### src/hw/rtl/cna_pkg.sv
// ----------------------------------------------------------------------------
// cna_pkg
// Shared types, codes and helpers of the complex arithmetic unit: payload
// structs, command and status codes, the stage record of the iteration chain.
// ----------------------------------------------------------------------------
package cna_pkg;

    // one quotient bit and one root bit per iteration stage
    localparam int STEPS = 32;

    localparam logic [2:0] CMD_ADD = 3'd0;
    localparam logic [2:0] CMD_SUB = 3'd1;
    localparam logic [2:0] CMD_MUL = 3'd2;
    localparam logic [2:0] CMD_DIV = 3'd3;
    localparam logic [2:0] CMD_EQ  = 3'd4;
    localparam logic [2:0] CMD_EQR = 3'd5;
    localparam logic [2:0] CMD_MOD = 3'd6;

    localparam logic [1:0] ST_OK   = 2'd0;
    localparam logic [1:0] ST_DIV0 = 2'd1;
    localparam logic [1:0] ST_SAT  = 2'd2;

    localparam logic [15:0] TOL_RESET = 16'd1;

    typedef struct packed {
        logic [2:0]         command;
        logic signed [31:0] a_re;
        logic signed [31:0] a_im;
        logic signed [31:0] b_re;
        logic signed [31:0] b_im;
    } t_alu_in;

    typedef struct packed {
        logic signed [31:0] res_re;
        logic signed [31:0] res_im;
        logic               is_equal;
        logic [1:0]         status;
    } t_alu_out;

    // record carried through the divide / square root chain
    typedef struct packed {
        logic               valid;
        logic [2:0]         cmd;
        logic               div0;
        logic               sat;
        logic               is_equal;
        logic signed [31:0] fix_re;
        logic signed [31:0] fix_im;
        logic               neg_re;
        logic               neg_im;
        logic               ovf_re;
        logic               ovf_im;
        logic [63:0]        den;
        logic [63:0]        rem_re;
        logic [63:0]        rem_im;
        logic [31:0]        lo_re;
        logic [31:0]        lo_im;
        logic [31:0]        q_re;
        logic [31:0]        q_im;
        logic [63:0]        sq_in;
        logic [31:0]        root;
        logic [35:0]        srem;
    } t_iter;

    // clamp a wide signed value to 32 bits; MSB of the result flags a clamp
    function automatic logic [32:0] sat65(input logic signed [64:0] v);
        logic [32:0] r;
        if ((&v[64:31]) || (~|v[64:31])) begin
            r = {1'b0, v[31:0]};
        end else begin
            r = {1'b1, v[64] ? 32'h8000_0000 : 32'h7FFF_FFFF};
        end
        return r;
    endfunction

endpackage

### src/hw/rtl/cna_step.sv
// ----------------------------------------------------------------------------
// cna_step
// One stage of the chain: one restoring quotient bit for each part of the
// division and one bit of the integer square root.
// ----------------------------------------------------------------------------
module cna_step
    import cna_pkg::*;
(
    input  logic  i_clk,
    input  logic  i_rst_n,
    input  t_iter i_it,
    output t_iter o_it
);

    t_iter       r_it, n_it;
    logic [64:0] n_r_re, n_r_im, n_dv;
    logic        n_ge_re, n_ge_im, n_ge_sq;
    logic [35:0] n_rr, n_t;

    always_comb begin
        n_it = i_it;

        // divide: shift in next dividend bit, subtract when it fits
        n_dv    = {1'b0, i_it.den};
        n_r_re  = {i_it.rem_re, i_it.lo_re[31]};
        n_r_im  = {i_it.rem_im, i_it.lo_im[31]};
        n_ge_re = n_r_re >= n_dv;
        n_ge_im = n_r_im >= n_dv;
        n_it.rem_re = n_ge_re ? 64'(n_r_re - n_dv) : n_r_re[63:0];
        n_it.rem_im = n_ge_im ? 64'(n_r_im - n_dv) : n_r_im[63:0];
        n_it.q_re   = {i_it.q_re[30:0], n_ge_re};
        n_it.q_im   = {i_it.q_im[30:0], n_ge_im};
        n_it.lo_re  = {i_it.lo_re[30:0], 1'b0};
        n_it.lo_im  = {i_it.lo_im[30:0], 1'b0};

        // root: bring down two radicand bits, try root*4+1
        n_rr    = {i_it.srem[33:0], i_it.sq_in[63:62]};
        n_t     = {2'b00, i_it.root, 2'b01};
        n_ge_sq = n_rr >= n_t;
        n_it.srem  = n_ge_sq ? (n_rr - n_t) : n_rr;
        n_it.root  = {i_it.root[30:0], n_ge_sq};
        n_it.sq_in = {i_it.sq_in[61:0], 2'b00};
    end

    // advance
    always_ff @(posedge i_clk) begin
        if (!i_rst_n) begin
            r_it <= '0;
        end else begin
            r_it <= n_it;
        end
    end

    assign o_it = r_it;

endmodule

### config.mk
export PLATFORM = sky130hd
export DESIGN_NAME = cna_step
export DESIGN_NICKNAME = d
export VERILOG_FILES = /design/src/hw/rtl/cna_pkg.sv /design/src/hw/rtl/cna_step.sv
export SDC_FILE = /design/constraint.sdc
export NUM_CORES = 1
export LEC_CHECK = 0
export BUFFER_PORTS_ARGS = -buffer_cell sky130_fd_sc_hd__buf_2
export CAP_MARGIN = 10
export CORE_AREA = 2 2 414 416
export DETAILED_ROUTE_END_ITERATION = 7
export DIE_AREA = 0 0 416 418
export GPL_TIMING_DRIVEN = 0
export PLACE_DENSITY = 0.34
export SLEW_MARGIN = 10
export SYNTH_ARGS = -nofsm -noshare
export SYNTH_HDL_FRONTEND = slang
export SYNTH_SLANG_ARGS = --single-unit
### constraint.sdc
create_clock -name i_clk -period 5 [get_ports i_clk]
set_input_delay 1.25 -clock i_clk [delete_from_list [all_inputs] [get_ports i_clk]]
set_output_delay 1.25 -clock i_clk [all_outputs]
set_load 0.01 [all_outputs]
-- Yosys cells after proc, flatten, opt, wreduce, memory -nomap -nowiden
Index checks and enable logic that the tools add are counted.
- memories: 0
- ROM bits: 0
- latch bits: 0
- register bits after elaboration: 527
- bits in writable memories: 0
- shift-type cells: 0
- reductions and logical operators: 0
- mux-type cells: 3
- eq/ne operators: 0
- add/sub/neg operators: 3
- bitwise operators: 0
- divide/modulo/power cells: 0
- $lt $le $gt $ge: 3
- multipliers: 0
- operator list (kind ; count):
    65-bit by 64-bit >= comparator with 1-bit output ; 2
    64-bit two-way mux ; 2
    64-bit subtractor ; 2
    36-bit by 34-bit >= comparator with 1-bit output ; 1
    36-bit two-way mux ; 1
    36-bit by 34-bit subtractor with 36-bit output ; 1

-- Logic depth before layout (Yosys ltp)
Gate-level depths: netlist of run 1.
- depth after elaboration: 2
- depth in mapped cells: 16

-- Worst setup path after synthesis of run 1
OpenSTA, ideal clock, no wires.
- path type: input port to flip-flop
- start point: input i_it[399] (netlist bit)
- end point: register r_it, in the netlist o_it[366]
- setup time: 0.128 ns
- data arrival time: 4.048 ns
- required time: 4.872 ns
- setup slack: 0.825 ns
- stages on the path: 16
- path through: inv_1 -> ha_1 -> clkbuf_1 -> nand4_1 -> nor3_1 -> o211ai_1 -> nand3_1 -> a32oi_1 -> o41ai_1 -> o21ai_1 -> nor3_1 -> or4_1 -> buf_2 -> buf_2 -> mux2i_1 -> nor2_1
- longest elaborated chain between the ends: 2
- RTL lines (what ; line ; RTL):
    from (decl) ; cna_step.sv:11 ; input t_iter i_it,
    64-bit subtractor or 65-bit by 64-bit >= comparator with 1-bit output (tied branches) ; cna_step.sv:29, cna_step.sv:27 ;
    64-bit two-way mux * ; cna_step.sv:29 ; n_it.rem_re = n_ge_re ? 64'(n_r_re - n_dv) : n_r_re[63:0];
    to (signal assigned) ; cna_step.sv:50 ; r_it <= n_it;
    to (decl) ; cna_step.sv:15 ; t_iter r_it, n_it;
Mark *: on every way between the ends. The rest lies on a longest branch, timed or not.
A chain may end at the register's enable or synchronous reset.

-- Worst setup path after layout of run 1
- start point: input i_it[404] (netlist bit)
- end point: register r_it, in the netlist o_it[355]
Same word-level chain as after synthesis.

==> results.txt, run 1 <==
worst path cell trace -> buf_2 > inv_1 > ha_1 > a21oi_1 > o21ai_0 > a211oi_1 > nand3_4 > a32oi_4 > o41ai_4 > o21ai_1 > nor3_1 > or4_1 > buf_4 > clkbuf_4 > a211oi_1
Via density -> 3.99
Worst Path Buf+Inv -> 4
Pleak -> 17.1 nW
Yosys top cell by area -> dfxtp_1
Die W -> 416 µm
count leader, synth -> dfxtp_1
starting density of the core -> 14.6%
Psw -> 4.29 mW
fillers -> 19200
Clk pwr share -> 40.3%
top cell type's share of synthesized area -> 42.3%
Final Setup Violations -> 0
CP most frequent cell -> a211oi_1
crit path kind -> input port to register
Slew @ Worst Pin -> 1330 ps
share of layout cells above drive strength 1 -> 30.5%
input/output buffers -> 1046
ys async rst share -> 0%
Post-synth EDFFs -> 0
post-place instance area -> 32800 µm²
CTS HTree Levels -> 3
Mapped Area -> 24700 µm²
number of I/O pins -> 1056
Hold Crit Class -> input port to register
status -> completed
final WL -> 163 mm
slew margin rel. -> 11.3%
worst vdd ir -> 0.215 mV
fin crit share -> 97.5%
gr ovfl total -> 0
Largest register FFs -> 523
power per cell area -> 364 nW/µm²
FP Rows -> 151
HPWL Detailed -> 139 mm
largest net degree at the start of global routing -> 12
register area share after synthesis -> 42.3%
synth top area cells -> dfxtp_1 42%, ha_1 8.2%, and2_1 6.9%
CP Launch Type -> input port
CTS tree -> yes
Cells after Synth -> 2858
Synth cell types -> 70
vias in the first global route -> 25300
CP max-delay cell -> or4_1
Yosys warnings -> 0
Seq pwr share -> 35.7%
Num CTS Buffers -> 70
Layout Nets -> 4678
Via Count -> 25000
maxcap violations -> 0
post-route cell area -> 35400 µm²
max-slew violations -> 0
first-pass GRT wire length -> 215 mm
Initial DRC Count -> 1402
clock sink count -> 523
Syn-to-layout area delta -> 43.1%
internal power -> 8.59 mW
initial antenna violation count -> 63
Clk pin slew, worst setup/hold paths -> 60 ps
WP data arrival -> 5430 ps
routability cong. -> 0.855
Switching Share -> 33.3%
drt first pass iters -> 5
WL/cell -> 25.9 µm
Final Hold Viols -> 0
Mapped Avg Cell Area -> 8.66 µm²
endpoint class of the critical path -> register
flops & latches, synth -> 523
core area -> 169000 µm²
ys flop type -> dfxtp_1
crit-path leading delay family -> compound AO/OA/AOI/OAI gates
Peak Freq -> 205 MHz
commonest cells in the netlist -> 523 x dfxtp_1, 309 x nor2_1, 271 x and2_1
max incr delay on CP -> 530 ps
Comb power frac -> 24.1%
Final min period -> 4880 ps
Routed Antenna Nets -> 0
CTS max path bufs -> 3
hold_buf cts -> 0
Die Ht -> 418 µm
drt drc -> 0
Final Util -> 20.9%
Tot GR Track Use -> 18.0%
Req. time, crit path -> 5550 ps
Die Footprint -> 174000 µm²
crit-path max FO -> 11
Clk Tree Root Cell -> clkbuf_16
[cells in the final DEF, fill, tap and decap left out, drive strengths merged, types with 10 or more instances in the layout]
master / Yosys / final
nand4: 40 / 40
mux2i: 61 / 61
o21a: 18 / 18
nor3: 28 / 28
ha: 162 / 162
nand2: 227 / 227
inv: 140 / 145
o31ai: 15 / 15
nor2b: 20 / 20
xor2: 59 / 59
a31oi: 22 / 22
o21bai: 28 / 28
nor4: 14 / 14
buf: 23 / 1079
a21o: 98 / 98
and2: 271 / 271
o211ai: 16 / 16
a21oi: 227 / 227
clkbuf: 125 / 215
nand3: 46 / 46
nor2: 309 / 309
dfxtp: 523 / 523
nand2b: 19 / 19
clkinv: 0 / 17
diode: 0 / 16
a211oi: 51 / 51
xnor2: 86 / 86
o21ai: 99 / 99
or3: 10 / 10
[routing by layer]
layer / routed length, µm / part of all wire, % / global-route usage, %
met1: 60700 / 37 / 19.1
met3: 7820 / 4.8 / 3.62
met2: 89000 / 55 / 35.2
met4: 5070 / 3.1 / 5.41
met5: 146 / 0.090 / 0
[path summary, 6_finish.rpt]
path,slack [ps],cells after the start,endpoint,from
max,120,15,o_it[355],i_it[404]
min,760,2,o_it[100],i_it[98]
[stage by stage]
step	hold slack, ps	instances	setup TNS [ps]	worst slack, ps	power (mW)
floorplan	1380	2861	0	825	6.32
global placement	1460	6125	-259720	-2690	7.83
detailed placement	1460	6130	-188290	-2110	7.82
CTS	679	6260	-42.6	-42.6	13.2
global route	706	6263	-44.9	-44.9	13.6
finish	761	6272	0	125	12.9
[layout make-up]
class                      instances  area [µm²]  area share (%)
tap                             2218        2780            7.84
sequential                       523       10500            29.6
inverter                         140         528            1.49
clock buffer                      94        1950            5.52
multi-input combinational       2050       13300            37.6
timing repair buffer            1058        5350            15.1
antenna                           16        40.0           0.113
buffer                           142         602            1.70
clock inverter                    31         385            1.09
[power groups by stage]
stage | clock network (mW) | logic [mW] | registers (mW)
after floorplan | 0 | 1.47 | 4.86
after global placement | 0 | 3.15 | 4.68
after detailed placement | 0 | 3.13 | 4.69
after CTS | 5.41 | 3.17 | 4.60
after global routing | 5.55 | 3.39 | 4.63
final | 5.19 | 3.10 | 4.60
[cells by family after synthesis]
kind of cell / Yosys count / synth area share, %
AO/OA/AOI/OAI: 651 / 16.8
XOR/XNOR: 145 / 5.13
adder cells (fa/ha/maj): 164 / 8.35
buffers and inverters: 288 / 4.55
flip-flops: 523 / 42.3
multiplexers: 62 / 2.51
other: 1 / 0.0152
AND/OR/NAND/NOR: 1024 / 20.3
[repair_timing]
action,CTS,global route
setup endpoints to repair,129,56
pin swaps,1,1
resized for setup,23,14
setup buffers,6,1
endpoints found under the hold margin,0,0
No activity file was read; power rests on OpenSTA's default activity.
==> run 2, diff against run 1 <==
Settings changed: ABC_AREA set to 1, CORE_AREA 2 2 414 416 to 2 2 408 410, DIE_AREA 0 0 416 418 to 0 0 410 412, PLACE_DENSITY 0.34 to 0.39.
==> results.txt, run 2 <==
flops & latches, synth -> 523
most frequent cells in the layout -> 1814 x nand2_1, 1088 x inv_1, 1064 x buf_2
Num CTS Buffers -> 68
Slew @ Worst Pin -> 1150 ps
ys async rst share -> 0%
max-slew violations -> 0
top cell type's share of synthesized area -> 34.2%
post-place instance area -> 38600 µm²
slew margin rel. -> 23.2%
fin crit share -> 83.2%
endpoint class of the critical path -> register
power per cell area -> 331 nW/µm²
gr ovfl total -> 0
initial antenna violation count -> 106
Yosys warnings -> 0
Post-CTS Resized -> 0
Die Ht -> 412 µm
hold depth -> 3
Peak Freq -> 240 MHz
Final min period -> 4160 ps
post-route setup TNS -> 0 ps
Die Footprint -> 169000 µm²
Worst Path Buf+Inv -> 4
Cells after Synth -> 5004
CP Launch Type -> input port
Layout Nets -> 6818
hold_ws -> 734 ps
final WL -> 215 mm
Seq pwr share -> 33.9%
Synth cell types -> 41
drt drc -> 0
CP most frequent cell -> nand2_1
internal power -> 8.80 mW
Yosys top cell by area -> dfxtp_1
Via Count -> 34800
vias in the first global route -> 34000
Switching Share -> 35.4%
Routed Antenna Nets -> 0
register area share after synthesis -> 34.2%
Mapped Avg Cell Area -> 6.11 µm²
CTS tree -> yes
CP max-delay cell -> a21oi_1
synth top area cells -> dfxtp_1 34%, nand2_1 22%, inv_1 13%
Largest register FFs -> 523
drt first pass iters -> 6
Clk Tree Root Cell -> clkbuf_16
input/output buffers -> 1046
fillers -> 19200
Pleak -> 25.2 nW
FP Rows -> 149
largest net degree at the start of global routing -> 13
Die W -> 410 µm
Stages on worst setup path -> 17
CTS HTree Levels -> 3
WL/cell -> 25.6 µm
Clk pin slew, worst setup/hold paths -> 60 ps
number of I/O pins -> 1056
first-pass GRT wire length -> 281 mm
Post-CTS Setup Bufs -> 0
Clk pwr share -> 39.2%
Initial DRC Count -> 2193
crit-path max FO -> 10
worst setup path start -> i_it[37]
Via density -> 4.15
RSZ-0062 raised after global routing -> false
ys flop type -> dfxtp_1
post-route cell area -> 41100 µm²
core area -> 164000 µm²
HPWL Detailed -> 192 mm
Final Hold Viols -> 0
Post-synth EDFFs -> 0
leading cell type in the layout, fill and taps excluded -> nand2_1
count leader, synth -> nand2_1
worst vdd ir -> 0.237 mV
Syn-to-layout area delta -> 34.5%
CTS max path bufs -> 3
Cells after DPL -> 8244
routability cong. -> 1.02
commonest cells in the netlist -> 1814 x nand2_1, 1088 x inv_1, 564 x nor2_1
crit-path leading delay family -> simple AND/OR/NAND/NOR gates
hold_buf cts -> 0
maxcap violations -> 0
Final Setup Violations -> 0
max incr delay on CP -> 460 ps
starting density of the core -> 18.6%
HP Start -> i_it[510]
Mapped Area -> 30600 µm²
Req. time, crit path -> 5520 ps
Tot GR Track Use -> 24.5%
crit path kind -> input port to register
clock sink count -> 523
share of layout cells above drive strength 1 -> 20.8%
Non-Filler Instances -> 8407
status -> completed
worst path cell trace -> buf_2 > inv_1 > ha_1 > a21oi_1 > o21ai_1 > nand2_1 > nand2_1 > nand2_1 > nand2_1 > nand2_1 > nand2_1 > nand2_1 > nand2_4 > inv_4 > buf_2 > nor2_1 > nor2_1
Hold Crit Class -> input port to register
Psw -> 4.82 mW
WP data arrival -> 4680 ps
Comb power frac -> 26.9%
[run 2: cell count changes after synthesis, sizes merged, moves of 67 or more]
cell,before,now
a21o,98,4
and2,271,10
clkbuf,125,54
inv,140,1108
nand2,227,1825
nand3,46,132
nand3b,3,92
nor2,309,605
xnor2,86,19
[run 2: worst min-delay path, stage by stage]
cell,delay (ps)
buf_2,80
nand2_1,40
inv_1,40
[run 2: cell type report]
cell class | instances | area [µm²] | share of cell area (%)
Multi-Input combinational cell | 3272 | 15400 | 37.5
Sequential cell | 523 | 10500 | 25.5
Timing Repair Buffer | 1048 | 5290 | 12.9
Inverter | 1110 | 4170 | 10.1
Tap cell | 2189 | 2740 | 6.66
Clock buffer | 93 | 1940 | 4.71
Buffer | 102 | 536 | 1.30
Clock inverter | 30 | 464 | 1.13
Antenna cell | 40 | 100 | 0.243
[run 2: cells by family (layout without fill, tap and decap cells)]
| logic type | Yosys count | after routing | synth area share, % |
|---|---|---|---|
| other cells | 1 | 44 | 0.0123 |
| buf+inv | 1212 | 2383 | 15.4 |
| compound gates | 288 | 288 | 4.94 |
| simple gates | 2731 | 2731 | 36.3 |
| flops | 523 | 523 | 34.2 |
| fa+ha+maj | 164 | 164 | 6.76 |
| xor+xnor | 85 | 85 | 2.43 |
[run 2: per-layer routing]
metal / global-route usage (%) / wire length [µm]
met5: 0 / 176
met4: 14.9 / 15100
met3: 4.45 / 11400
met2: 45.5 / 110000
met1: 25.5 / 78500
[run 2: through the flow]
step,utilization (%),setup slack [ps],total power [mW]
after floorplan,-,1980,6.57
after global placement,23.5,45.9,8.39
after detailed placement,23.5,169,8.38
after CTS,25.0,925,13.9
after global routing,25.0,887,14.3
final,25.0,838,13.6
[run 2: worst paths after layout]
kind / to / slack (ps)
setup / recovery: o_it[8] / 840
hold / removal: o_it[510] / 730
[run 2: power by group through the flow]
stage	clock, mW	combinational, mW	sequential (mW)
2_1_floorplan	0	1.73	4.85
3_3_place_gp	0	3.68	4.71
3_5_place_dp	0	3.67	4.71
4_1_cts	5.53	3.69	4.63
5_1_grt	5.65	3.99	4.64
6_report	5.34	3.66	4.62
