`config.mk`:
```
export PLATFORM = sky130hd
export DESIGN_NAME = cna_back
export DESIGN_NICKNAME = d
export VERILOG_FILES = /design/src/hw/rtl/cna_pkg.sv /design/src/hw/rtl/cna_back.sv
export SDC_FILE = /design/constraint.sdc
export NUM_CORES = 1
export LEC_CHECK = 0
export BUFFER_PORTS_ARGS = -buffer_cell sky130_fd_sc_hd__buf_2
export CAP_MARGIN = 20
export CORE_AREA = 2 2 232 234
export DETAILED_ROUTE_END_ITERATION = 16
export DIE_AREA = 0 0 234 236
export SYNTH_ARGS = -nofsm -noshare
export SYNTH_HDL_FRONTEND = slang
export SYNTH_SLANG_ARGS = --single-unit
```
`constraint.sdc`:
```
create_clock -name i_clk -period 4.5 [get_ports i_clk]
set_input_delay 0.225 -clock i_clk [delete_from_list [all_inputs] [get_ports i_clk]]
set_output_delay 0.225 -clock i_clk [all_outputs]
set_load 0.02 [all_outputs]
```
`src/hw/rtl/cna_pkg.sv`:
```
// ----------------------------------------------------------------------------
// cna_pkg
// Shared types, codes and helpers of the complex arithmetic unit: payload
// structs, command and status codes, the stage record of the iteration chain.
// ----------------------------------------------------------------------------
package cna_pkg;

    // one quotient bit and one root bit per iteration stage
    localparam int STEPS = 32;

    localparam logic [2:0] CMD_ADD = 3'd0;
    localparam logic [2:0] CMD_SUB = 3'd1;
    localparam logic [2:0] CMD_MUL = 3'd2;
    localparam logic [2:0] CMD_DIV = 3'd3;
    localparam logic [2:0] CMD_EQ  = 3'd4;
    localparam logic [2:0] CMD_EQR = 3'd5;
    localparam logic [2:0] CMD_MOD = 3'd6;

    localparam logic [1:0] ST_OK   = 2'd0;
    localparam logic [1:0] ST_DIV0 = 2'd1;
    localparam logic [1:0] ST_SAT  = 2'd2;

    localparam logic [15:0] TOL_RESET = 16'd1;

    typedef struct packed {
        logic [2:0]         command;
        logic signed [31:0] a_re;
        logic signed [31:0] a_im;
        logic signed [31:0] b_re;
        logic signed [31:0] b_im;
    } t_alu_in;

    typedef struct packed {
        logic signed [31:0] res_re;
        logic signed [31:0] res_im;
        logic               is_equal;
        logic [1:0]         status;
    } t_alu_out;

    // record carried through the divide / square root chain
    typedef struct packed {
        logic               valid;
        logic [2:0]         cmd;
        logic               div0;
        logic               sat;
        logic               is_equal;
        logic signed [31:0] fix_re;
        logic signed [31:0] fix_im;
        logic               neg_re;
        logic               neg_im;
        logic               ovf_re;
        logic               ovf_im;
        logic [63:0]        den;
        logic [63:0]        rem_re;
        logic [63:0]        rem_im;
        logic [31:0]        lo_re;
        logic [31:0]        lo_im;
        logic [31:0]        q_re;
        logic [31:0]        q_im;
        logic [63:0]        sq_in;
        logic [31:0]        root;
        logic [35:0]        srem;
    } t_iter;

    // clamp a wide signed value to 32 bits; MSB of the result flags a clamp
    function automatic logic [32:0] sat65(input logic signed [64:0] v);
        logic [32:0] r;
        if ((&v[64:31]) || (~|v[64:31])) begin
            r = {1'b0, v[31:0]};
        end else begin
            r = {1'b1, v[64] ? 32'h8000_0000 : 32'h7FFF_FFFF};
        end
        return r;
    endfunction

endpackage

```
`src/hw/rtl/cna_back.sv`:
```
// ----------------------------------------------------------------------------
// cna_back
// Output stage: sign and clamp the quotients and root, select the result by
// command and drive the result strobe.
// ----------------------------------------------------------------------------
module cna_back
    import cna_pkg::*;
(
    input  logic     i_clk,
    input  logic     i_rst_n,
    input  t_iter    i_it,
    output logic     o_valid,
    output t_alu_out o_res
);

    logic        r_valid;
    t_alu_out    r_res, n_res;
    logic [32:0] n_m_re, n_m_im, n_q_re, n_q_im, n_root;
    logic        n_sat;

    always_comb begin
        // big quotients clamp either way; fold them to 2^32
        n_m_re = i_it.ovf_re ? 33'h1_0000_0000 : {1'b0, i_it.q_re};
        n_m_im = i_it.ovf_im ? 33'h1_0000_0000 : {1'b0, i_it.q_im};
        n_q_re = sat65(i_it.neg_re ? -{32'd0, n_m_re} : {32'd0, n_m_re});
        n_q_im = sat65(i_it.neg_im ? -{32'd0, n_m_im} : {32'd0, n_m_im});
        n_root = sat65({33'd0, i_it.root});

        n_res          = '0;
        n_res.is_equal = i_it.is_equal;
        n_sat          = 1'b0;
        case (i_it.cmd)
            CMD_ADD, CMD_SUB, CMD_MUL: begin
                n_res.res_re = i_it.fix_re;
                n_res.res_im = i_it.fix_im;
                n_sat        = i_it.sat;
            end
            CMD_DIV: begin
                if (!i_it.div0) begin
                    n_res.res_re = n_q_re[31:0];
                    n_res.res_im = n_q_im[31:0];
                    n_sat        = n_q_re[32] | n_q_im[32];
                end
            end
            CMD_MOD: begin
                n_res.res_re = n_root[31:0];
                n_sat        = n_root[32];
            end
            default: ;
        endcase
        if (i_it.div0) begin
            n_res.status = ST_DIV0;
        end else if (n_sat) begin
            n_res.status = ST_SAT;
        end else begin
            n_res.status = ST_OK;
        end
    end

    // register the result
    always_ff @(posedge i_clk) begin
        if (!i_rst_n) begin
            r_valid <= 1'b0;
        end else begin
            r_valid <= i_it.valid;
        end
        r_res <= n_res;
    end

    assign o_valid = r_valid;
    assign o_res   = r_res;

endmodule

```
### Word-level counts from Yosys, hierarchy flattened

Index checks and enable logic that the tools add are counted.

* register bits: 68
* bits of input ports: 529
* output and inout port bits: 68
* word-level logic and storage cells: 37

* add/subtract/negate cells: 2
* equal/unequal tests: 4
* muxes and demuxes: 15
* bitwise gates (word level): 1
* reduce and logical (&&, ||, !) cells: 10

Operators with widths (count)
* 33-bit 2-to-1 mux: 5
* 65-bit 2-to-1 mux: 2
* 33-bit negator with 65-bit output: 2
* 32-bit one-hot mux with 3 select lines: 1
* 34-bit AND reduction: 2
* 34-bit OR reduction: 2
* 32-bit 2-to-1 mux: 2
* 64-bit 2-to-1 mux: 1
* 32-bit one-hot mux with 2 select lines: 1
* 3-bit by 2-bit equality test with 1-bit output, second input constant: 2
* 3-bit by 1-bit equality test with 1-bit output, second input constant: 1
* 3-bit equality test, second input constant: 1
* 3-bit zero test: 1
* 1-bit one-hot mux with 3 select lines: 1
* 3-bit OR reduction: 1
* 1-bit zero test: 2
* 1-bit logical OR: 2
* 2-bit 2-to-1 mux: 1
* 1-bit 2-to-1 mux: 1
* 1-bit bitwise OR: 1

### Longest topological paths before layout

Gate-level depths: netlist of run 1.

* depth in word-level cells: 11
* mapped depth: 16
* mapped depth without buffers: 12

### Worst setup path after synthesis of run 1

Ideal clock, no wire load.

* kind: input-to-reg
* start point: input i_it[452] in the netlist's numbering
* end point: register r_res, in the netlist o_res[13]
* setup time: 128 ps
* arrival time: 3042 ps
* data required time: 4372 ps
* setup slack: 1329 ps
* cell stages on the path: 15
* path buffers: 4
* path through: clkbuf_1 inv_1 clkbuf_1 nand2_1 ha_1 o21ai_1 nor3_1 ha_1 nor2_1 nand2_1 or4b_2 buf_2 buf_2 a22oi_1 o21ai_0

RTL lines
* start: declaration: line cna_back.sv:11 `input t_iter i_it,`
* end signal: assignment: line cna_back.sv:67 `r_res <= n_res;`
* end: declaration: line cna_back.sv:17 `t_alu_out r_res, n_res;`

==> impl_results.md, run 1 <==
- Status: finished, final reports clean
- Mapped Area: 4680 sq um
- Number of detailed-routing iterations run before antenna repair: 5
- Number of buffers created by CTS: 9
- Worst Setup End Kind: register
- Overall global routing resource usage: 9.15%
- Number of enable flip-flop cells after synthesis: 0
- Number of cells produced by synthesis: 586
- Chip width: 234 um
- Dpl hpwl: 21,000 um
- Max-cap check violation count: 0
- Grt ovf: 0
- Number of setup buffers added after CTS: 0
- Number of slew-limit violations in the final report: 0
- Post-route cell area: 7080 sq um
- Clock root buffer: clkbuf_16
- Final period demand of the worst path: 3.44 ns
- Initial Utilization: 8.82%
- CTS Sinks: 68
- Max H-tree Level: 3
- Worst hold path class: primary input to register
- Number of nets still failing antenna checks after routing: 0
- Core region area: 53,100 sq um
- Number of antenna repair diodes: 0
- Final Instance Count excl. Fillers: 1,522
- Setup Viol. Count Final: 0
- Iteration-0 DRC Markers: 358
- Initial antenna violation count: 3
- Instance area at placement: 6720 sq um
- Pin count of the biggest net entering global routing: 43
- Cell area power density: 283 nW/um^2
- Synth Flop Type: dfxtp_1
- Global-route wire length before repair: 36,400 um
- Least-Margin Pin Slew: 0.723 ns
- Wire per inst: 16.9 um
- Total count of hold-check failures in the final report: 0
- CP Data Arrival Time: 3.55 ns
- Clock-pin slew reported for the worst setup and hold paths after clock tree synthesis: 0.06 ns
- Critical setup path kind: primary input to register
- Proportion of synthesized flip-flops having asynchronous set or reset: 0%
- CP Launch Type: primary input
- Yosys reg bits: 68
- Net count after synthesis: 1,119
- Fraction of layout cells with a size suffix above 1: 39.3%
- Lkg Pwr: 2.89 nW
- Highest attainable clock frequency: 291 MHz
- Num rows: 85
- Distinct cell type count of the synthesized netlist: 58
- Largest buffer count on any clock path: 2
- Via count of the first global-routing pass: 5,660
- Final total negative setup slack: 0 ns
- Warnings from Yosys: 0
- Number of vias after detailed routing: 5,614
- Ratio of final minimum period to clock period: 76.4%
- Post-layout nets: 1,354
- Slew Limit Headroom: 51.8%
- Top-Level Pins: 597
- VDD IR-drop max: 0.233 mV
- Critical path required time: 4.61 ns
- Total Wirelength: 25,600 um
- Area growth from synthesis to layout: 51.2%
- Total DRC errors in the routed layout: 0
- TritonCTS clock tree: done
- Routability congestion estimate: 0.911
- I/O Buffers: 240
- Largest driver fanout on the critical path: 23
- Post-Syn Area per Cell: 7.98 sq um
- Ratio of routed vias to standard cells: 3.69
- Die Footprint: 55,200 sq um
- Seq/Total Area, Yosys: 29.1%
- Unrepaired setup endpoints after global routing: false
- Worst hold margin: 0.0533 ns
- Placed Cells: 1,503
- Y dimension of the die: 236 um
[sequential cells by signal (all words and copies together), names as in the netlist]
signal,flops
o_valid,1
o_res,67
[report_power, final]
group          internal [mW]  switching, mW
registers              0.650         0.0169
logic                  0.197          0.334
clock network          0.487          0.316
total                   1.33          0.667
[cell families (layout without fill, tap and decap cells)]
logic type      after synthesis  after routing  share of synthesized area [%]
simple gates                219            219                           22.7
compound gates              189            189                           31.0
flops                        68             68                           29.1
xor+xnor                     52             52                           9.74
buf+inv                      49            289                           5.27
mux                           5              5                           1.12
fa+ha+maj                     4              4                           1.07
[final cells by class]
class | instances | area, sq um
timing repair buffer | 264 | 1390
inverter | 9 | 33.8
clock inverter | 7 | 98.8
multi-input combinational | 469 | 3090
fill | 6093 | 46000
tap | 696 | 871
clock buffer | 9 | 225
sequential | 68 | 1360
[Yosys cell counts, drive strengths merged, types with 3 or more instances]
cell / count / share of area, %
a21oi: 11 / 1.2
a22oi: 22 / 3.5
and2: 3 / 0.40
buf: 11 / 2.2
clkbuf: 29 / 2.3
dfxtp: 68 / 29
ha: 4 / 1.1
inv: 8 / 0.64
mux2i: 3 / 0.64
nand2: 106 / 8.5
nand3: 6 / 0.64
nand4: 8 / 1.4
nor2: 26 / 2.1
nor2b: 3 / 0.40
nor3: 17 / 1.8
nor4: 13 / 1.7
nor4b: 3 / 0.56
o2111ai: 30 / 9.5
o21ai: 78 / 8.3
o311ai: 4 / 0.75
o31ai: 12 / 1.9
o41ai: 11 / 2.1
or2: 6 / 0.86
or3: 13 / 1.7
or4: 10 / 1.8
xnor2: 25 / 4.7
xor2: 27 / 5.1
[critical path, stage by stage]
cell	delay [ns]
buf_2	0.18
inv_1	0.33
nand2_1	0.14
ha_1	0.27
o21ai_0	0.16
nor3_1	0.10
ha_1	0.21
nor2_1	0.16
nand2_1	0.07
or3_1	0.31
mux2i_1	0.29
or3_2	0.66
o2111ai_2	0.44
[what timing repair did]
action,4_1_cts,5_1_grt
hold buffers,2,0
resized for setup,0,0
endpoints found under the hold margin,2,0
setup endpoints to repair,0,0
[layer usage]
metal / global-route usage (%) / wire [um] / vias up
li1: - / - / 2654
met1: 10.8 / 10700 / 2603
met2: 14.9 / 11700 / 313
met3: 2.84 / 2220 / 40
met4: 4.43 / 929 / 4
met5: 0 / 27 / -
[layout by cell type (no fill, tap or decap), drive strengths merged, types with 3 or more instances in the layout]
master / netlist / final
buf: 11 / 262
nand2: 106 / 106
o21ai: 78 / 78
dfxtp: 68 / 68
o2111ai: 30 / 30
xor2: 27 / 27
nor2: 26 / 26
xnor2: 25 / 25
a22oi: 22 / 22
nor3: 17 / 17
nor4: 13 / 13
or3: 13 / 13
o31ai: 12 / 12
o41ai: 11 / 11
a21oi: 11 / 11
or4: 10 / 10
clkbuf: 29 / 9
inv: 8 / 9
nand4: 8 / 8
nand3: 6 / 6
or2: 6 / 6
o311ai: 4 / 4
ha: 4 / 4
clkinv: 1 / 4
nor4b: 3 / 3
mux2i: 3 / 3
and2: 3 / 3
nor2b: 3 / 3
[path summary, 6_finish.rpt]
check | from | endpoint | slack (ns) | cells after the start
max | i_it[453] | o_res[64]$_DFF_P_ | 1.06 | 13
min | i_it[474] | o_res[21]$_DFF_P_ | 0.05 | 3
[metrics by stage]
step                power (mW)  setup WS (ns)  utilization (%)
CTS                       2.06           1.06             13.3
global route              2.10          0.724             13.3
floorplan                0.941           1.33                -
global placement          1.21          0.615             12.7
detailed placement        1.21          0.666             12.7
finish                    2.00           1.06             13.3
(Power assumes the default switching activity.)
==> inputs of run 2 (changes only) <==
--- a/config.mk
+++ b/config.mk
@@ -7,9 +7,9 @@
 export LEC_CHECK = 0
 export BUFFER_PORTS_ARGS = -buffer_cell sky130_fd_sc_hd__buf_2
 export CAP_MARGIN = 20
-export CORE_AREA = 2 2 232 234
+export CORE_AREA = 2 2 229 231
 export DETAILED_ROUTE_END_ITERATION = 16
-export DIE_AREA = 0 0 234 236
+export DIE_AREA = 0 0 231 233
 export SYNTH_ARGS = -nofsm -noshare
 export SYNTH_HDL_FRONTEND = slang
 export SYNTH_SLANG_ARGS = --single-unit
==> constraint.sdc (replaced) <==
create_clock -name i_clk -period 3.15 [get_ports i_clk]
set_input_delay 0.1575 -clock i_clk [delete_from_list [all_inputs] [get_ports i_clk]]
set_output_delay 0.1575 -clock i_clk [all_outputs]
set_load 0.02 [all_outputs]
==> impl_results.md, run 2 (same netlist as run 1, synthesis figures left out) <==
- Slowest-stage cell, CP: or4b_2 (was or3_2)
- Total count of hold-check failures in the final report: 0 (unchanged)
- Fraction of layout cells with a size suffix above 1: 40.3% (was 39.3%)
- Worst Hold Endpoint: o_res[23]$_DFF_P_ (was o_res[21]$_DFF_P_)
- Critical path required time: 3.46 ns (was 4.61 ns)
- Clock-pin slew reported for the worst setup and hold paths after clock tree synthesis: 0.06 ns (about the same)
- Final period demand of the worst path: 2.98 ns
- Number of slew-limit violations in the final report: 0 (unchanged)
- Part of the total power dissipated in sequential elements: 33.1% (was 33.3%)
- Max H-tree Level: 3 (unchanged)
- Num rows: 83 (was 85)
- Total DRC errors in the routed layout: 0 (unchanged)
- CP Data Arrival Time: 3.28 ns (was 3.55 ns)
- Grt ovf: 0 (unchanged)
- Via count of the first global-routing pass: 5,852 (was 5,660)
- Number of vias after detailed routing: 5,944 (was 5,614)
- Largest buffer count on any clock path: 2 (unchanged)
- Core region area: 51,100 sq um (was 53,100 sq um)
- Fraction of power consumed by the clock network: 37.9% (was 40.1%)
- Switching part of the total power: 34.0% (was 33.3%)
- Ratio of final minimum period to clock period: 94.5%
- Worst hold path class: primary input to register (unchanged)
- Ratio of routed vias to standard cells: 3.78 (was 3.69)
- Total Wirelength: 26,400 um (was 25,600 um)
- Flip-flop count of the largest register after layout: 67 (unchanged)
- Area growth from synthesis to layout: 63.5% (was 51.2%)
- Total power: 2.87 mW (was 2.00 mW)
- Commonest non-fill, non-tap cells in the layout: buf_2, nand2_1, o21ai_0 (unchanged)
- CTS Sinks: 68 (unchanged)
- Die Footprint: 53,800 sq um (was 55,200 sq um)
- Number of detailed-routing iterations run before antenna repair: 7 (was 5)
- TritonCTS clock tree: done (unchanged)
- Post-layout worst setup margin: 0.173 ns (was 1.06 ns)
- Initial antenna violation count: 6 (was 3)
- Max-cap check violation count: 0 (unchanged)
- CP Launch Type: primary input (unchanged)
- Hold path cells: 3 (unchanged)
- Number of buffers created by CTS: 9 (unchanged)
- Number of inserted filler cells in the final layout: 5,884 (was 6,093)
- Instance area at placement: 7010 sq um (was 6720 sq um)
- Slew Limit Headroom: 40.7% (was 51.8%)
- Iteration-0 DRC Markers: 443 (was 358)
- Largest driver fanout on the critical path: 10 (was 23)
- Global-route wire length before repair: 38,200 um (was 36,400 um)
- Status: finished, final reports clean (unchanged)
- Overall global routing resource usage: 9.82% (was 9.15%)
- Setup Viol. Count Final: 0 (unchanged)
- Top-Level Pins: 597 (unchanged)
- Worst Setup End Kind: register (unchanged)
- I/O Buffers: 240 (unchanged)
- Cell area power density: 375 nW/um^2 (was 283 nW/um^2)
- Beginning of the worst hold path: i_it[476] (was i_it[474])
- Initial Utilization: 9.16% (was 8.82%)
- Net load switching power: 976 uW (was 667 uW)
- Combinational fraction of design power: 29.0% (was 26.5%)
- Clock root buffer: clkbuf_16 (unchanged)
- Critical setup path kind: primary input to register (unchanged)
- Wire per inst: 16.8 um (was 16.9 um)
- Dpl hpwl: 21,600 um (was 21,000 um)
- Most common library cell in the layout ignoring fill and taps: buf_2 (unchanged)
- Crit-path cells: buf_2, nor4_1, nand3b_1, o21a_1, nor3_1, ha_1, nand2_1, or4b_2, a21o_1, o21ai_0, buf_4 (was buf_2, inv_1, nand2_1, ha_1, o21ai_0, nor3_1, ha_1, nor2_1, nand2_1, or3_1, mux2i_1, or3_2, o2111ai_2)
- Setup slack after placement: -0.283 ns (was 0.666 ns)
- Cell internal pwr: 1.89 mW (was 1.33 mW)
- Number of nets still failing antenna checks after routing: 0 (unchanged)
- Highest attainable clock frequency: 336 MHz
- Y dimension of the die: 233 um (was 236 um)
- Max incr delay on CP: 0.71 ns (was 0.66 ns)
- VDD IR-drop max: 0.344 mV (was 0.233 mV)
- Post-route cell area: 7650 sq um (was 7080 sq um)
- Unrepaired setup endpoints after global routing: false (unchanged)
- Routability congestion estimate: 0.887 (was 0.911)
- Lkg Pwr: 3.20 nW (was 2.89 nW)
- Pin count of the biggest net entering global routing: 65 (was 43)
- Chip width: 231 um (was 234 um)
- Post-layout nets: 1,419 (was 1,354)
- Least-Margin Pin Slew: 0.878 ns (was 0.723 ns)
-- run 2: worst max-delay path: cells and delay by family --
kind	cells	cell delay [ns]
AND/OR/NAND/NOR	5	1.70
AO/OA/AOI/OAI	3	0.94
buffers and inverters	2	0.31
adder cells (fa/ha/maj)	1	0.18
-- run 2: power groups by stage --
stage	clock network [mW]	registers [mW]	logic, mW
3_5_place_dp	0	0.968	0.807
6_report	1.09	0.950	0.830
2_1_floorplan	0	1.05	0.292
5_1_grt	1.18	0.956	0.902
4_1_cts	1.14	0.952	0.843
3_3_place_gp	0	0.967	0.809
-- run 2: final cells by class --
cell class / instances / area, sq um / share of cell area [%]
clock buffer: 9 / 225 / 2.94
inverter: 9 / 33.8 / 0.442
clock inverter: 7 / 83.8 / 1.10
sequential: 68 / 1360 / 17.8
tap: 680 / 851 / 11.1
timing repair buffer: 329 / 2000 / 26.1
antenna: 1 / 2.50 / 0.0327
multi-input combinational: 469 / 3090 / 40.4
-- run 2: what timing repair did --
| action | CTS | global route |
|---|---|---|
| buffers inserted | 0 | 0 |
| hold buffers | 32 | 0 |
| gates resized for setup | 0 | 2 |
| endpoints found under the hold margin | 31 | 0 |
| endpoints found under the setup margin | 0 | 6 |
-- run 2: how the worst max path moves through the flow --
stage	start	slack, ns	cells past startpoint	to
after floorplan	i_it[452]	0.05	15	o_res[13]$_DFF_P_
after global placement	i_it[144]	-0.30	11	o_res[26]$_DFF_P_
after detailed placement	i_it[144]	-0.28	11	o_res[15]$_DFF_P_
after CTS	i_it[144]	0.12	11	o_res[15]$_DFF_P_
after global routing	i_it[144]	0.0005	11	o_res[26]$_DFF_P_
final	i_it[144]	0.17	11	o_res[26]$_DFF_P_
-- run 2: stage by stage --
step | setup TNS (ns) | hold slack, ns | util [%] | cells
3_3_place_gp | -5.37 | 0.261 | 13.7 | 1523
2_1_floorplan | 0 | 0.185 | - | 586
4_1_cts | 0 | 0.00986 | 15.0 | 1571
5_1_grt | 0 | 0.0272 | 15.0 | 1571
3_5_place_dp | -4.25 | 0.262 | 13.7 | 1523
6_report | 0 | 0.0369 | 15.0 | 1572
-- run 2: metal layers --
| metal | routed length [um] | vias up | global-route usage [%] |
|---|---|---|---|
| li1 | - | 2784 | - |
| met5 | 75 | - | 0 |
| met1 | 10600 | 2778 | 11.3 |
| met4 | 792 | 10 | 4.15 |
| met2 | 12500 | 328 | 16.7 |
| met3 | 2430 | 44 | 3.19 |
==> inputs of run 3 (changes only) <==
--- a/config.mk
+++ b/config.mk
@@ -8,8 +8,10 @@
 export BUFFER_PORTS_ARGS = -buffer_cell sky130_fd_sc_hd__buf_2
 export CAP_MARGIN = 20
 export CORE_AREA = 2 2 229 231
+export CTS_BUF_LIST = sky130_fd_sc_hd__clkbuf_4 sky130_fd_sc_hd__clkbuf_8 sky130_fd_sc_hd__clkbuf_16
 export DETAILED_ROUTE_END_ITERATION = 16
 export DIE_AREA = 0 0 231 233
+export GPL_TIMING_DRIVEN = 0
 export SYNTH_ARGS = -nofsm -noshare
 export SYNTH_HDL_FRONTEND = slang
 export SYNTH_SLANG_ARGS = --single-unit
==> impl_results.md, run 3 (same netlist as run 1, synthesis figures left out) <==
- Setup Viol. Count Final: 0 (unchanged)
- Iteration-0 DRC Markers: 376 (was 443)
- Global-route wire length before repair: 39,300 um (was 38,200 um)
- Worst hold margin: 0.0327 ns (was 0.0369 ns)
- Final Instance Count excl. Fillers: 1,553 (was 1,572)
- TritonCTS clock tree: done (unchanged)
- Placed Cells: 1,506 (was 1,523)
- VDD IR-drop max: 0.223 mV (was 0.344 mV)
- Core region area: 51,100 sq um (unchanged)
- Beginning of the worst hold path: i_it[502] (was i_it[476])
- Clock root buffer: clkbuf_16 (unchanged)
- Ratio of routed vias to standard cells: 3.79 (was 3.78)
- Via count of the first global-routing pass: 5,902 (was 5,852)
- Final period demand of the worst path: 3.05 ns (was 2.98 ns)
- Y dimension of the die: 233 um (unchanged)
- Total Wirelength: 28,100 um (was 26,400 um)
- Post-route cell area: 7520 sq um (was 7650 sq um)
- Number of inserted filler cells in the final layout: 5,883 (was 5,884)
- Total DRC errors in the routed layout: 0 (unchanged)
- Number of slew-limit violations in the final report: 0 (unchanged)
- Routability congestion estimate: 0.908 (was 0.887)
- Area growth from synthesis to layout: 60.8% (was 63.5%)
- Num rows: 83 (unchanged)
- Critical Path Start: i_it[453] (was i_it[144])
- Most common library cell in the layout ignoring fill and taps: buf_2 (unchanged)
- Number of detailed-routing iterations run before antenna repair: 5 (was 7)
- Critical setup path kind: primary input to register (unchanged)
- Top-Level Pins: 597 (unchanged)
- Dpl hpwl: 23,500 um (was 21,600 um)
- CTS Sinks: 68 (unchanged)
- Largest buffer count on any clock path: 2 (unchanged)
- Worst Hold Endpoint: o_res[49]$_DFF_P_ (was o_res[23]$_DFF_P_)
- Status: finished, final reports clean (unchanged)
- Total count of hold-check failures in the final report: 0 (unchanged)
- Die Footprint: 53,800 sq um (unchanged)
- Post-layout nets: 1,398 (was 1,419)
- Slew Limit Headroom: 38.3% (was 40.7%)
- Clock-pin slew reported for the worst setup and hold paths after clock tree synthesis: 0.06 ns (about the same)
- Number of buffers created by CTS: 9 (unchanged)
- CP Data Arrival Time: 3.30 ns (was 3.28 ns)
- Critical path required time: 3.40 ns (was 3.46 ns)
- I/O Buffers: 239 (was 240)
- Number of nets still failing antenna checks after routing: 0 (unchanged)
- Fraction of layout cells with a size suffix above 1: 37.7% (was 40.3%)
- Initial antenna violation count: 1 (was 6)
- Overall global routing resource usage: 10.3% (was 9.82%)
- Least-Margin Pin Slew: 0.926 ns (was 0.878 ns)
- Ratio of final minimum period to clock period: 96.9% (was 94.5%)
- Worst Setup End Kind: register (unchanged)
- Instance area at placement: 6730 sq um (was 7010 sq um)
- Commonest non-fill, non-tap cells in the layout: buf_2, nand2_1, o21ai_0 (unchanged)
- Initial Utilization: 9.16% (unchanged)
- Largest driver fanout on the critical path: 12 (was 10)
- Pin count of the biggest net entering global routing: 13 (was 65)
- Number of vias after detailed routing: 5,891 (was 5,944)
- Max-cap check violation count: 0 (unchanged)
- Max H-tree Level: 3 (unchanged)
- Share of the core filled with cells: 14.7% (was 15.0%)
- Number of setup buffers added after CTS: 0 (unchanged)
- Cell area power density: 377 nW/um^2 (was 375 nW/um^2)
- Wire per inst: 18.1 um (was 16.8 um)
- Unrepaired setup endpoints after global routing: false (unchanged)
- CP Launch Type: primary input (unchanged)
- Lkg Pwr: 3.00 nW (was 3.20 nW)
- Grt ovf: 0 (unchanged)
- Highest attainable clock frequency: 328 MHz (was 336 MHz)
- Hold path cells: 3 (unchanged)
- Chip width: 231 um (unchanged)
- Flip-flop count of the largest register after layout: 67 (unchanged)
- Worst hold path class: primary input to register (unchanged)
run 3: changes by cell type in the layout (fill, tap and decap cells not counted), sizes merged:
cell	change
clkbuf	+29
clkinv	+2
inv	-3
buf	-45
diode	+2
dlygate4sd3	-4
run 3: worst max path at each step:
stage                                to  slack, ns  cells after the start
floorplan             o_res[13]$_DFF_P_       0.05                     15
global placement      o_res[26]$_DFF_P_      -1.26                     14
detailed placement    o_res[26]$_DFF_P_      -1.24                     14
CTS                 o_res[1]$_SDFF_PP0_       0.02                     15
global route          o_res[16]$_DFF_P_      0.007                     14
finish                o_res[45]$_DFF_P_        0.1                     15
run 3: repair_timing:
item                                    4_1_cts  5_1_grt
hold buffers                                 28        0
resized for setup                            32       12
endpoints found under the hold margin        27        0
cloned                                        0        0
endpoints found under the setup margin       63       22
run 3: cell type report:
cell class / count / area [sq um] / area share [%]
Antenna cell: 3 / 7.51 / 0.0998
Buffer: 39 / 224 / 2.98
Clock buffer: 10 / 233 / 3.09
Clock inverter: 6 / 65.1 / 0.865
Inverter: 9 / 33.8 / 0.449
Multi-Input combinational cell: 469 / 3260 / 43.3
Sequential cell: 68 / 1360 / 18.1
Tap cell: 680 / 851 / 11.3
Timing Repair Buffer: 269 / 1490 / 19.8
run 3: power by group:
group          leakage (nW)  switching (mW)  internal [mW]  total [mW]
Clock                 0.146           0.429          0.621        1.05
Combinational          2.29           0.520          0.311       0.831
Sequential            0.567          0.0267          0.929       0.956
Total                  3.00           0.975           1.86        2.84
run 3: per-layer routing:
| metal | vias up | track usage [%] | wire, um |
|---|---|---|---|
| met5 | - | 0 | 0 |
| met4 | 0 | 5.28 | 1030 |
| met3 | 39 | 2.75 | 2360 |
| met2 | 358 | 17.5 | 13400 |
| met1 | 2748 | 11.9 | 11300 |
| li1 | 2746 | - | - |
run 3: worst max-delay path, stage by stage:
cell,delay (ns)
buf_2,0.19
inv_1,0.10
clkbuf_4,0.22
nand2_1,0.10
ha_1,0.27
o21ai_0,0.21
nor3_1,0.12
ha_1,0.21
nor2_1,0.19
nand2_1,0.07
or3_1,0.33
mux2i_2,0.31
nand2_2,0.18
buf_2,0.29
o2111ai_2,0.34
run 3: metrics by stage:
stage,setup TNS (ns),total power [mW],worst slack [ns]
6_report,0,2.84,0.0969
2_1_floorplan,0,1.34,0.0468
5_1_grt,0,3.00,0.00721
3_3_place_gp,-48.08,1.75,-1.26
3_5_place_dp,-49.62,1.75,-1.24
4_1_cts,0,2.90,0.0166
